File: src/rtl/sdlm_pkg.sv
`default_nettype none
// ----------------------------------------------------------------------------
// sdlm_pkg
// Shared types and constants for the stereo decimator / level meter.
// ----------------------------------------------------------------------------
package sdlm_pkg;

    localparam int MAX_DECIMATION_LOG2_DEF = 6;

    // Register reset values; floor, gain, level and peak values are Q1.15
    localparam logic [2:0]  DECIM_LOG2_RST  = 3'd0;
    localparam logic [15:0] LEVEL_FLOOR_RST = 16'd9830;
    localparam logic [15:0] LEVEL_GAIN_RST  = 16'd22938;
    localparam logic [15:0] LEVEL_RST       = 16'd32768;
    localparam logic signed [15:0] PEAK_RST = 16'sh8000;
    localparam logic [16:0] LEVEL_ONE       = 17'd32768;

    // Register map, word index on paddr[3:2]
    localparam logic [1:0] REG_DECIM_LOG2  = 2'd0;
    localparam logic [1:0] REG_LEVEL_FLOOR = 2'd1;
    localparam logic [1:0] REG_LEVEL_GAIN  = 2'd2;

    // Result of the accumulate stage handed to the level stage
    typedef struct packed {
        logic signed [15:0] wave;
        logic signed [15:0] peak;
        logic               buf_end;
    } t_mid;

endpackage : sdlm_pkg
`default_nettype wire

File: src/rtl/sdlm_accum.sv
`default_nettype none
// ----------------------------------------------------------------------------
// sdlm_accum
// Input register, mono downmix, block sum/count, buffer peak and the
// registered hand-off of each emitted block to the level stage.
// ----------------------------------------------------------------------------
module sdlm_accum
    import sdlm_pkg::*;
#(
    parameter int MAX_DECIMATION_LOG2 = MAX_DECIMATION_LOG2_DEF
) (
    input  wire         i_clk,
    input  wire         i_rst_n,
    input  wire         i_in_valid,
    output logic        o_in_ready,
    input  wire  [15:0] i_left,
    input  wire  [15:0] i_right,
    input  wire         i_buf_end,
    input  wire  [2:0]  i_decim_log2,
    output logic        o_mid_valid,
    input  wire         i_mid_ready,
    output t_mid        o_mid
);

    localparam int SW  = 16 + MAX_DECIMATION_LOG2;
    localparam int CW  = MAX_DECIMATION_LOG2 + 1;
    localparam int SHW = (MAX_DECIMATION_LOG2 > 0) ? $clog2(MAX_DECIMATION_LOG2 + 1) : 1;

    logic                  r_in_valid;
    logic signed [15:0]    r_left;
    logic signed [15:0]    r_right;
    logic                  r_end;

    logic signed [SW-1:0]  r_sum;
    logic [CW-1:0]         r_count;
    logic signed [15:0]    r_peak;

    logic                  r_mid_valid;
    t_mid                  r_mid;

    logic [SHW-1:0]        shift;
    logic [CW-1:0]         blk_len;
    logic signed [16:0]    lr_sum;
    logic signed [15:0]    mono;
    logic signed [15:0]    n_peak;
    logic signed [SW-1:0]  n_sum;
    logic [CW-1:0]         n_count;
    logic signed [SW-1:0]  avg;
    logic                  emit;
    logic                  mid_adv;
    logic                  consume;

    always_comb begin
        if (int'(i_decim_log2) > MAX_DECIMATION_LOG2) begin
            shift = SHW'(MAX_DECIMATION_LOG2);
        end else begin
            shift = SHW'(i_decim_log2);
        end
        blk_len = CW'(1) << shift;
        lr_sum  = 17'(r_left) + 17'(r_right);
        mono    = lr_sum[16:1];
        n_peak  = (mono > r_peak) ? mono : r_peak;
        n_sum   = r_sum + SW'(mono);
        n_count = r_count + CW'(1);
        avg     = n_sum >>> shift;
        emit    = (n_count >= blk_len) || r_end;
    end

    assign mid_adv    = !r_mid_valid || i_mid_ready;
    assign consume    = r_in_valid && mid_adv;
    assign o_in_ready = !r_in_valid || mid_adv;

    always_ff @(posedge i_clk) begin
        if (!i_rst_n) begin
            r_in_valid <= 1'b0;
        end else if (o_in_ready) begin
            r_in_valid <= i_in_valid;
        end
    end

    always_ff @(posedge i_clk) begin
        if (o_in_ready && i_in_valid) begin
            r_left  <= i_left;
            r_right <= i_right;
            r_end   <= i_buf_end;
        end
    end

    always_ff @(posedge i_clk) begin
        if (!i_rst_n) begin
            r_sum   <= '0;
            r_count <= '0;
            r_peak  <= PEAK_RST;
        end else if (consume) begin
            if (emit) begin
                r_sum   <= '0;
                r_count <= '0;
            end else begin
                r_sum   <= n_sum;
                r_count <= n_count;
            end
            r_peak <= r_end ? PEAK_RST : n_peak;
        end
    end

    always_ff @(posedge i_clk) begin
        if (!i_rst_n) begin
            r_mid_valid <= 1'b0;
        end else if (mid_adv) begin
            r_mid_valid <= consume && emit;
        end
    end

    always_ff @(posedge i_clk) begin
        if (consume && emit) begin
            r_mid.wave    <= avg[15:0];
            r_mid.peak    <= n_peak;
            r_mid.buf_end <= r_end;
        end
    end

    assign o_mid_valid = r_mid_valid;
    assign o_mid       = r_mid;

endmodule : sdlm_accum
`default_nettype wire

File: src/rtl/sdlm_level.sv
`default_nettype none
// ----------------------------------------------------------------------------
// sdlm_level
// Smoothed level update on buffer ends and the result output register.
// ----------------------------------------------------------------------------
module sdlm_level
    import sdlm_pkg::*;
(
    input  wire         i_clk,
    input  wire         i_rst_n,
    input  wire         i_mid_valid,
    output logic        o_mid_ready,
    input  t_mid        i_mid,
    input  wire  [15:0] i_level_floor,
    input  wire  [15:0] i_level_gain,
    output logic        o_out_valid,
    input  wire         i_out_ready,
    output logic [15:0] o_wave,
    output logic [15:0] o_level,
    output logic        o_updated
);

    logic               r_out_valid;
    logic [15:0]        r_wave;
    logic [15:0]        r_out_level;
    logic               r_updated;
    logic [15:0]        r_level;

    logic signed [16:0] gain_s;
    logic signed [32:0] prod;
    logic signed [17:0] scaled;
    logic signed [18:0] floor_s;
    logic signed [18:0] target;
    logic signed [18:0] lo_clamp;
    logic [16:0]        clamped;
    logic [17:0]        lvl_sum;
    logic [15:0]        n_level;
    logic               take;

    always_comb begin
        gain_s   = signed'({1'b0, i_level_gain});
        prod     = gain_s * i_mid.peak;
        scaled   = signed'(prod[32:15]);
        floor_s  = signed'({3'b000, i_level_floor});
        target   = floor_s + 19'(scaled);
        lo_clamp = (target < floor_s) ? floor_s : target;
        clamped  = (lo_clamp > 19'sd32768) ? LEVEL_ONE : lo_clamp[16:0];
        lvl_sum  = 18'(r_level) + 18'(clamped);
        n_level  = lvl_sum[16:1];
    end

    assign o_mid_ready = !r_out_valid || i_out_ready;
    assign take        = i_mid_valid && o_mid_ready;

    always_ff @(posedge i_clk) begin
        if (!i_rst_n) begin
            r_out_valid <= 1'b0;
            r_level     <= LEVEL_RST;
        end else begin
            if (o_mid_ready) begin
                r_out_valid <= i_mid_valid;
            end
            if (take && i_mid.buf_end) begin
                r_level <= n_level;
            end
        end
    end

    always_ff @(posedge i_clk) begin
        if (take) begin
            r_wave      <= i_mid.wave;
            r_out_level <= i_mid.buf_end ? n_level : r_level;
            r_updated   <= i_mid.buf_end;
        end
    end

    assign o_out_valid = r_out_valid;
    assign o_wave      = r_wave;
    assign o_level     = r_out_level;
    assign o_updated   = r_updated;

endmodule : sdlm_level
`default_nettype wire

File: src/rtl/stereo_decimator_level_meter_unit.sv
`default_nettype none
// ----------------------------------------------------------------------------
// stereo_decimator_level_meter_unit
// Stereo-to-mono boxcar decimator with a buffer peak level meter.
// ----------------------------------------------------------------------------
// Accepts one stereo frame per clock while the output is not stalled. Frames
// pass through three registers (input, block accumulate, level/output) in that
// order. Throughput is one frame per cycle when not stalled and is set by the
// block accumulate and the one 17x16 multiply of the level update. Frames that
// neither fill a block nor end a buffer produce no result. Back-pressure on the
// output stalls the whole pipe; the input side keeps accepting while any stage
// has room. Registers are to be written only while the block is idle; the block
// itself does not enforce this.
module stereo_decimator_level_meter_unit
    import sdlm_pkg::*;
#(
    parameter int MAX_DECIMATION_LOG2 = MAX_DECIMATION_LOG2_DEF
) (
    input  wire         i_clk,
    input  wire         i_rst_n,
    // stream in
    input  wire         s_axis_tvalid,
    output logic        s_axis_tready,
    input  wire  [31:0] s_axis_tdata,  // [15:0] left_sample, [31:16] right_sample
    input  wire         s_axis_tlast,  // buffer_end
    // stream out
    output logic        m_axis_tvalid,
    input  wire         m_axis_tready,
    output logic [31:0] m_axis_tdata,  // [15:0] wave_sample, [31:16] level
    output logic        m_axis_tlast,  // level_updated
    // register port
    input  wire         psel,
    input  wire         penable,
    input  wire         pwrite,
    input  wire  [3:0]  paddr,
    input  wire  [31:0] pwdata,
    output logic [31:0] prdata,
    output logic        pready
);

    logic [2:0]  r_decim_log2;
    logic [15:0] r_level_floor;
    logic [15:0] r_level_gain;

    logic        wr_en;
    logic [1:0]  reg_idx;

    logic        mid_valid;
    logic        mid_ready;
    t_mid        mid;

    logic [15:0] out_wave;
    logic [15:0] out_level;

    assign pready  = 1'b1;
    assign reg_idx = paddr[3:2];
    assign wr_en   = psel && penable && pwrite && pready;

    always_ff @(posedge i_clk) begin
        if (!i_rst_n) begin
            r_decim_log2  <= DECIM_LOG2_RST;
            r_level_floor <= LEVEL_FLOOR_RST;
            r_level_gain  <= LEVEL_GAIN_RST;
        end else if (wr_en) begin
            case (reg_idx)
                REG_DECIM_LOG2:  r_decim_log2  <= pwdata[2:0];
                REG_LEVEL_FLOOR: r_level_floor <= pwdata[15:0];
                REG_LEVEL_GAIN:  r_level_gain  <= pwdata[15:0];
                default: ;
            endcase
        end
    end

    always_comb begin
        case (reg_idx)
            REG_DECIM_LOG2:  prdata = {29'd0, r_decim_log2};
            REG_LEVEL_FLOOR: prdata = {16'd0, r_level_floor};
            REG_LEVEL_GAIN:  prdata = {16'd0, r_level_gain};
            default:         prdata = 32'd0;
        endcase
    end

    sdlm_accum #(
        .MAX_DECIMATION_LOG2 (MAX_DECIMATION_LOG2)
    ) u_accum (
        .i_clk        (i_clk),
        .i_rst_n      (i_rst_n),
        .i_in_valid   (s_axis_tvalid),
        .o_in_ready   (s_axis_tready),
        .i_left       (s_axis_tdata[15:0]),
        .i_right      (s_axis_tdata[31:16]),
        .i_buf_end    (s_axis_tlast),
        .i_decim_log2 (r_decim_log2),
        .o_mid_valid  (mid_valid),
        .i_mid_ready  (mid_ready),
        .o_mid        (mid)
    );

    sdlm_level u_level (
        .i_clk         (i_clk),
        .i_rst_n       (i_rst_n),
        .i_mid_valid   (mid_valid),
        .o_mid_ready   (mid_ready),
        .i_mid         (mid),
        .i_level_floor (r_level_floor),
        .i_level_gain  (r_level_gain),
        .o_out_valid   (m_axis_tvalid),
        .i_out_ready   (m_axis_tready),
        .o_wave        (out_wave),
        .o_level       (out_level),
        .o_updated     (m_axis_tlast)
    );

    assign m_axis_tdata = {out_level, out_wave};

endmodule : stereo_decimator_level_meter_unit
`default_nettype wire

File: config.mk
export PLATFORM = sky130hd
export DESIGN_NAME = stereo_decimator_level_meter_unit
export DESIGN_NICKNAME = d
export VERILOG_FILES = /design/src/rtl/sdlm_pkg.sv /design/src/rtl/sdlm_accum.sv /design/src/rtl/sdlm_level.sv /design/src/rtl/stereo_decimator_level_meter_unit.sv
export SDC_FILE = /design/constraint.sdc
export NUM_CORES = 1
export LEC_CHECK = 0
export BUFFER_PORTS_ARGS = -buffer_cell sky130_fd_sc_hd__buf_2
export CORE_MARGIN = 3
export CORE_UTILIZATION = 40
export CTS_CLUSTER_DIAMETER = 80
export CTS_CLUSTER_SIZE = 20
export DETAILED_ROUTE_END_ITERATION = 16
export PLACE_DENSITY_LB_ADDON = 0.15
export SLEW_MARGIN = 20
export SYNTH_ARGS = -nofsm -noshare
export SYNTH_HDL_FRONTEND = slang
export SYNTH_SLANG_ARGS = --single-unit
File: constraint.sdc
create_clock -name i_clk -period 23 [get_ports i_clk]
set_input_delay 2.3 -clock i_clk [delete_from_list [all_inputs] [get_ports i_clk]]
set_output_delay 2.3 -clock i_clk [all_outputs]
set_load 0.01 [all_outputs]
== After elaboration in Yosys (flattened, before gate mapping) ==
Cells that the tools add are included.

* Magnitude comparators: 5
* Multiplexer cells: 9
* Shifts and indexed selects: 2
* Reductions and logical operators: 18
* Add/subtract/negate cells: 5
* Equal/unequal tests: 2
* Multipliers: 1

{| class="wikitable"
|+ Operators with widths
! operator !! count
|-
| 16-bit 2-to-1 mux || 3
|-
| 16-bit one-hot mux with 3 select lines || 1
|-
| 17-bit by 16-bit multiplier with 33-bit output || 1
|-
| 22-bit by 16-bit adder with 22-bit output || 1
|-
| 22-bit 2-to-1 mux || 1
|-
| 22-bit by 3-bit >>> shifter with 16-bit output || 1
|-
| 17-bit by 18-bit adder with 19-bit output || 1
|-
| 19-bit by 17-bit greater-than comparator with 1-bit output (second input constant) || 1
|-
| 19-bit by 17-bit less-than comparator with 1-bit output || 1
|-
| 19-bit 2-to-1 mux || 1
|-
| 16-bit by 16-bit adder with 17-bit output || 1
|-
| 16-bit by 17-bit adder with 17-bit output || 1
|-
| 17-bit 2-to-1 mux || 1
|-
| 16-bit greater-than comparator || 1
|-
| 7-bit by 1-bit adder with 7-bit output (second input constant) || 1
|-
| 7-bit greater-or-equal comparator || 1
|-
| 1-bit logical AND || 7
|-
| 7-bit 2-to-1 mux || 1
|-
| 1-bit by 3-bit left shift with 7-bit output (first input constant) || 1
|-
| 2-bit AND reduction || 3
|-
| 1-bit logical OR || 4
|-
| 3-bit greater-than comparator (second input constant) || 1
|-
| 1-bit zero test || 3
|-
| 3-bit 2-to-1 mux || 1
|-
| other kinds (3) || 3
|}

* Output and inout port bits: 68
* Input port bits: 76
* Register bits: 198
* Word-level logic and storage cells: 61

== Depth between registers and ports, before layout ==
* Depth after elaboration: 8
* Depth in mapped cells: 65
* Mapped depth without buffers: 62

== Cells and area by module ==
From an unflattened synthesis, not the netlist that was laid out.

* Cells, all modules: 2336
* Area, all modules: 21406.8 um^2

{| class="wikitable"
|+ By module, submodules not included
! module !! cells an instance !! area an instance (um^2) !! instances !! seq. area each (um^2)
|-
| sdlm_level || 1414 || 12494.5 || 1 || 1331.3
|-
| sdlm_accum || 719 || 7170.6 || 1 || 2922.8
|-
| stereo_decimator_level_meter_unit || 203 || 1741.7 || 1 || 700.7
|}

== Worst setup path before layout ==
OpenSTA, ideal clock, no wires.

* Path kind: register to register
* From: register r_level_gain[7]
* To: register u_level.r_out_level[15] (netlist: u_level.o_level[15]) (data pin)
* Data required time: 22.740 ns
* Slack: 10.198 ns
* Stages on the path, launching flop included: 62
* Path buffers: 4
* Setup time: 0.260 ns
* Period minus slack after synthesis: 12.802 ns
* Data arrival time: 12.542 ns
* Cell sequence: dfxtp_1 > clkbuf_1 > clkbuf_1 > nand2_1 > fa_1 > inv_1 > fa_1 > inv_1 > fa_1 > inv_1 > fa_1 > fa_1 > inv_1 > fa_1 > inv_1 > ha_1 > a21oi_1 > and2_0 > [26 not listed] > a2111oi_4 > a211oi_2 > a31o_2 > clkbuf_1 > nor2_1 > fa_1 > a21o_1 > a21oi_1 > o21bai_1 > a21o_1 > a21oi_1 > o21bai_1 > a21oi_1 > o21ai_0 > nand3_1 > nand4b_1 > xnor2_1 > mux2_2

* Longest elaborated chain between the ends: 8

{| class="wikitable"
|+ Ends and longest elaborated chain
! item !! RTL line !! source
|-
| from (decl) || stereo_decimator_level_meter_unit.sv:43 || <nowiki>logic [15:0] r_level_gain;</nowiki>
|-
| from (signal assigned) || stereo_decimator_level_meter_unit.sv:68 || <nowiki>REG_LEVEL_GAIN: r_level_gain <= pwdata[15:0];</nowiki>
|-
| 17-bit by 16-bit multiplier with 33-bit output * || sdlm_level.sv:42 || <nowiki>prod = gain_s * i_mid.peak;</nowiki>
|-
| 17-bit by 18-bit adder with 19-bit output * || sdlm_level.sv:45 || <nowiki>target = floor_s + 19'(scaled);</nowiki>
|-
| 19-bit by 17-bit less-than comparator with 1-bit output || sdlm_level.sv:46 || <nowiki>lo_clamp = (target < floor_s) ? floor_s : target;</nowiki>
|-
| 19-bit 2-to-1 mux * || sdlm_level.sv:46 ||
|-
| 19-bit by 17-bit greater-than comparator with 1-bit output || sdlm_level.sv:47 || <nowiki>clamped = (lo_clamp > 19'sd32768) ? LEVEL_ONE : lo_clamp[16:0];</nowiki>
|-
| 17-bit 2-to-1 mux * || sdlm_level.sv:47 ||
|-
| 16-bit by 17-bit adder with 17-bit output * || sdlm_level.sv:48 || <nowiki>lvl_sum = 18'(r_level) + 18'(clamped);</nowiki>
|-
| 16-bit 2-to-1 mux * || sdlm_level.sv:72 || <nowiki>r_out_level <= i_mid.buf_end ? n_level : r_level;</nowiki>
|-
| to (signal assigned) || sdlm_level.sv:72 ||
|-
| to (decl) || sdlm_level.sv:25 || <nowiki>logic [15:0] r_out_level;</nowiki>
|}

Every way passes the cells marked *; elsewhere a longest branch is shown, timed or not.
A chain may end at the register's enable or synchronous reset.

== Worst setup path in the final report ==
* From: register r_level_gain[6]
* To: register u_level.r_out_level[15] (netlist: u_level.o_level[15]) (data pin)

Same word-level chain as after synthesis.

==> summary.txt <==
Run status
  • Status: finished clean

Critical path
  • Crit-path max FO: 23
  • Crit start category: flip-flop
  • CP bufs+invs: 6
  • Worst EP required: 23.22 ns
  • CP Class: flip-flop to flip-flop
  • Worst path max stage delay: ~0.91 ns
  • FF-to-FF Start: r_level_gain[6]
  • Cell family with most CP delay: compound AO/OA/AOI/OAI gates
  • Crit path from: r_level_gain[6]
  • Critical Path Slowest Stage Cell: dfxtp_1
  • Critical path endpoint category: flip-flop
  • Arrival time worst endpoint: 15.20 ns

Global routing
  • Global-route wire length before repair: 90000 microns
  • Initial antenna violation count: 4
  • Total gr overflow: 0
  • Largest net degree at the start of global routing: 81
  • Total track usage: 20.2%
  • Vias in the first global route: 16700

Logic synthesis
  • Top post-synthesis cells by area: fa_1 (19%), edfxtp_1 (14%), ha_1 (14%), dfxtp_1 (9.5%), inv_1 (5.6%)
  • Seq/Total Area, Yosys: a little under a quarter
  • Avg Synthesized Cell Area: 9.05 sq um
  • Post-synth ARST share: 0%
  • Post-synth cell types: 77
  • Post-Syn Instances: 2312
  • Share of the synthesized area in the top cell type: 18.9%
  • Cell taking the most area after synthesis: fa_1
  • Yosys warning total: 0
  • Seq cells post-synth: 198
  • Ys flop type: edfxtp_1
  • EDFF count, synth: 99
  • Netlist Area Pre-Place: 20900 sq um

Clocking
  • CTS H-tree depth: 4
  • Reg clk slew, reported paths: 0.08 ns
  • CTS tree: yes
  • Clock Path Buffers: 2
  • CTS Hold Buffers Added: 0
  • Post-CTS Repair Setup Buffers: 0
  • Worst-Skew Late Latency: roughly 0.46 ns
  • Clk sinks: 198
  • Number of buffers created by CTS: 17
  • Root buf cell: clkbuf_16
  • CTS resizes: 0

Timing
  • Fmax: approximately 67 MHz
  • Part of the cycle the worst path needs: 65.1%
  • Final setup viols: 0
  • RSZ-0062 raised after global routing: no
  • Tmin final: ~15 ns
  • Worst Max-Slew Pin Slew: 1.06 ns
  • Final Hold Fails: 0
  • Setup TNS: 0 ns
  • Clock Skews: 0.0124 ns
  • Max Transition Viols Final: 0
  • Slew margin rel.: 29.2%

Finish
  • # nets final: 2863
  • Share of cells above drive strength 1: 9.10%
  • P&R area growth vs syn: 8.45%

Die
  • Die area: 55100 sq um
  • Initial core utilization: 40.6%
  • I/O Pins: approximately 140
  • Die H: around 230 microns
  • DIE WIDTH: 235 microns
  • Core footprint: 51500 sq um
  • Row count: 83

Run
  • # Max-Cap Violations: 0

Drt
  • Via/cell ratio: 5.31
  • Count of TritonRoute iterations in the first routing pass: 5
  • Routed WL: between 50000 and 60000 microns
  • WL per Instance: 18.2 microns
  • ANT nets after route: 0
  • Vias: 16200
  • Remaining DRCs: 0
  • Starting DRT DRC Count: 923

Placed design
  • RD Place Congestion: about 0.85
  • Dpl hpwl: between 40000 and 50000 microns
  • Port bufs: 108

Hold path
  • Hold Path Class: flip-flop to flip-flop
  • Hold Path Origin: u_accum.o_mid[31]
[cell usage after synthesis (48+ instances only)]
library cell / number
a21oi_1: 115
and2_1: 125
clkbuf_1: 86
dfxtp_1: 99
edfxtp_1: 99
fa_1: 197
ha_1: 229
inv_1: 312
nand2_1: 296
nand3_1: 64
nor2_1: 111
o21ai_0: 48
xnor2_1: 55
[cell families (layout without fill, tap and decap cells)]
group                      count (synthesis)  count (layout)  synth area share [%]
other                                      2              18                0.0359
AOI/OAI and AO/OA                        378             378                  12.0
and+or+nand+nor                          745             745                  17.1
buffers and inverters                    425             472                  7.93
DFF                                      198             198                  23.7
xor gates and xnor gates                  74              74                  3.10
muxes                                     64              64                  3.58
adders and majority gates                426             426                  32.6
[state kept, by name (all words and copies together), names as in the netlist]
| name | flops |
|---|---|
| r_decim_log2 | 3 |
| r_level_floor | 16 |
| r_level_gain | 16 |
| u_accum.o_mid | 33 |
| u_accum.o_mid_valid | 1 |
| u_accum.r_count | 7 |
| u_accum.r_end | 1 |
| u_accum.r_in_valid | 1 |
| u_accum.r_left | 16 |
| u_accum.r_peak | 16 |
| u_accum.r_right | 16 |
| u_accum.r_sum | 22 |
| u_level.o_level | 16 |
| u_level.o_out_valid | 1 |
| u_level.o_updated | 1 |
| u_level.o_wave | 16 |
| u_level.r_level | 16 |
[final timing paths]
check	to	slack, ns	cells past startpoint
hold / removal	u_level.o_wave[14]	0.42	0
setup reg to reg	u_level.o_level[15]	8.02	57
setup / recovery	u_level.o_level[15]	8.02	57
hold reg to reg	u_level.o_wave[14]	0.42	0
[area by class of cell]
class / instances / area (sq um)
Clock inverter: 15 / 218
Inverter: 316 / 1190
Fill cell: 5103 / 28800
Clock buffer: 17 / 425
Tap cell: 680 / 851
Timing Repair Buffer: 124 / 661
Antenna cell: 1 / 2.50
Sequential cell: 198 / 4950
Multi-Input combinational cell: 1704 / 14400
[through the flow]
stage	area, sq um	hold slack [ns]	worst slack, ns	utilization (%)	instances
floorplan	21000	0.400	10.20	-	2327
finish	22700	0.424	8.02	44.0	3055
global route	22700	0.428	7.00	44.0	3054
detailed placement	22000	0.405	8.10	42.8	3022
CTS	22700	0.424	8.07	44.0	3054
global placement	22000	0.403	8.21	42.8	3022
[placed cells by master (no fill, tap or decap), types with 26 or more instances in the layout]
master / synthesis / routed
buf_2: 0 / 108
and2_1: 125 / 124
inv_1: 312 / 312
nand3_1: 64 / 64
ha_1: 229 / 229
a21oi_1: 115 / 115
nand2_1: 296 / 296
nor3_1: 31 / 31
dfxtp_1: 99 / 99
fa_1: 197 / 197
o21a_1: 30 / 30
mux2_2: 35 / 35
nor2_1: 111 / 111
xnor2_1: 55 / 55
edfxtp_1: 99 / 99
o21ai_0: 48 / 48
a21o_1: 26 / 26
[layer usage]
metal  global-route usage [%]  routed length (microns)  part of all wire, %  vias to the layer above
li1                         -                        -                    -                     7812
met1                     27.8                    26000                   47                     8012
met2                     33.6                    25900                   47                      333
met3                     2.89                     2500                  4.5                       68
met4                     5.34                     1150                  2.1                        8
met5                        0                       57                 0.10                        -
Power is not shown: default switching activity piles up to over one toggle a cycle in this logic, so the estimate is an artifact.
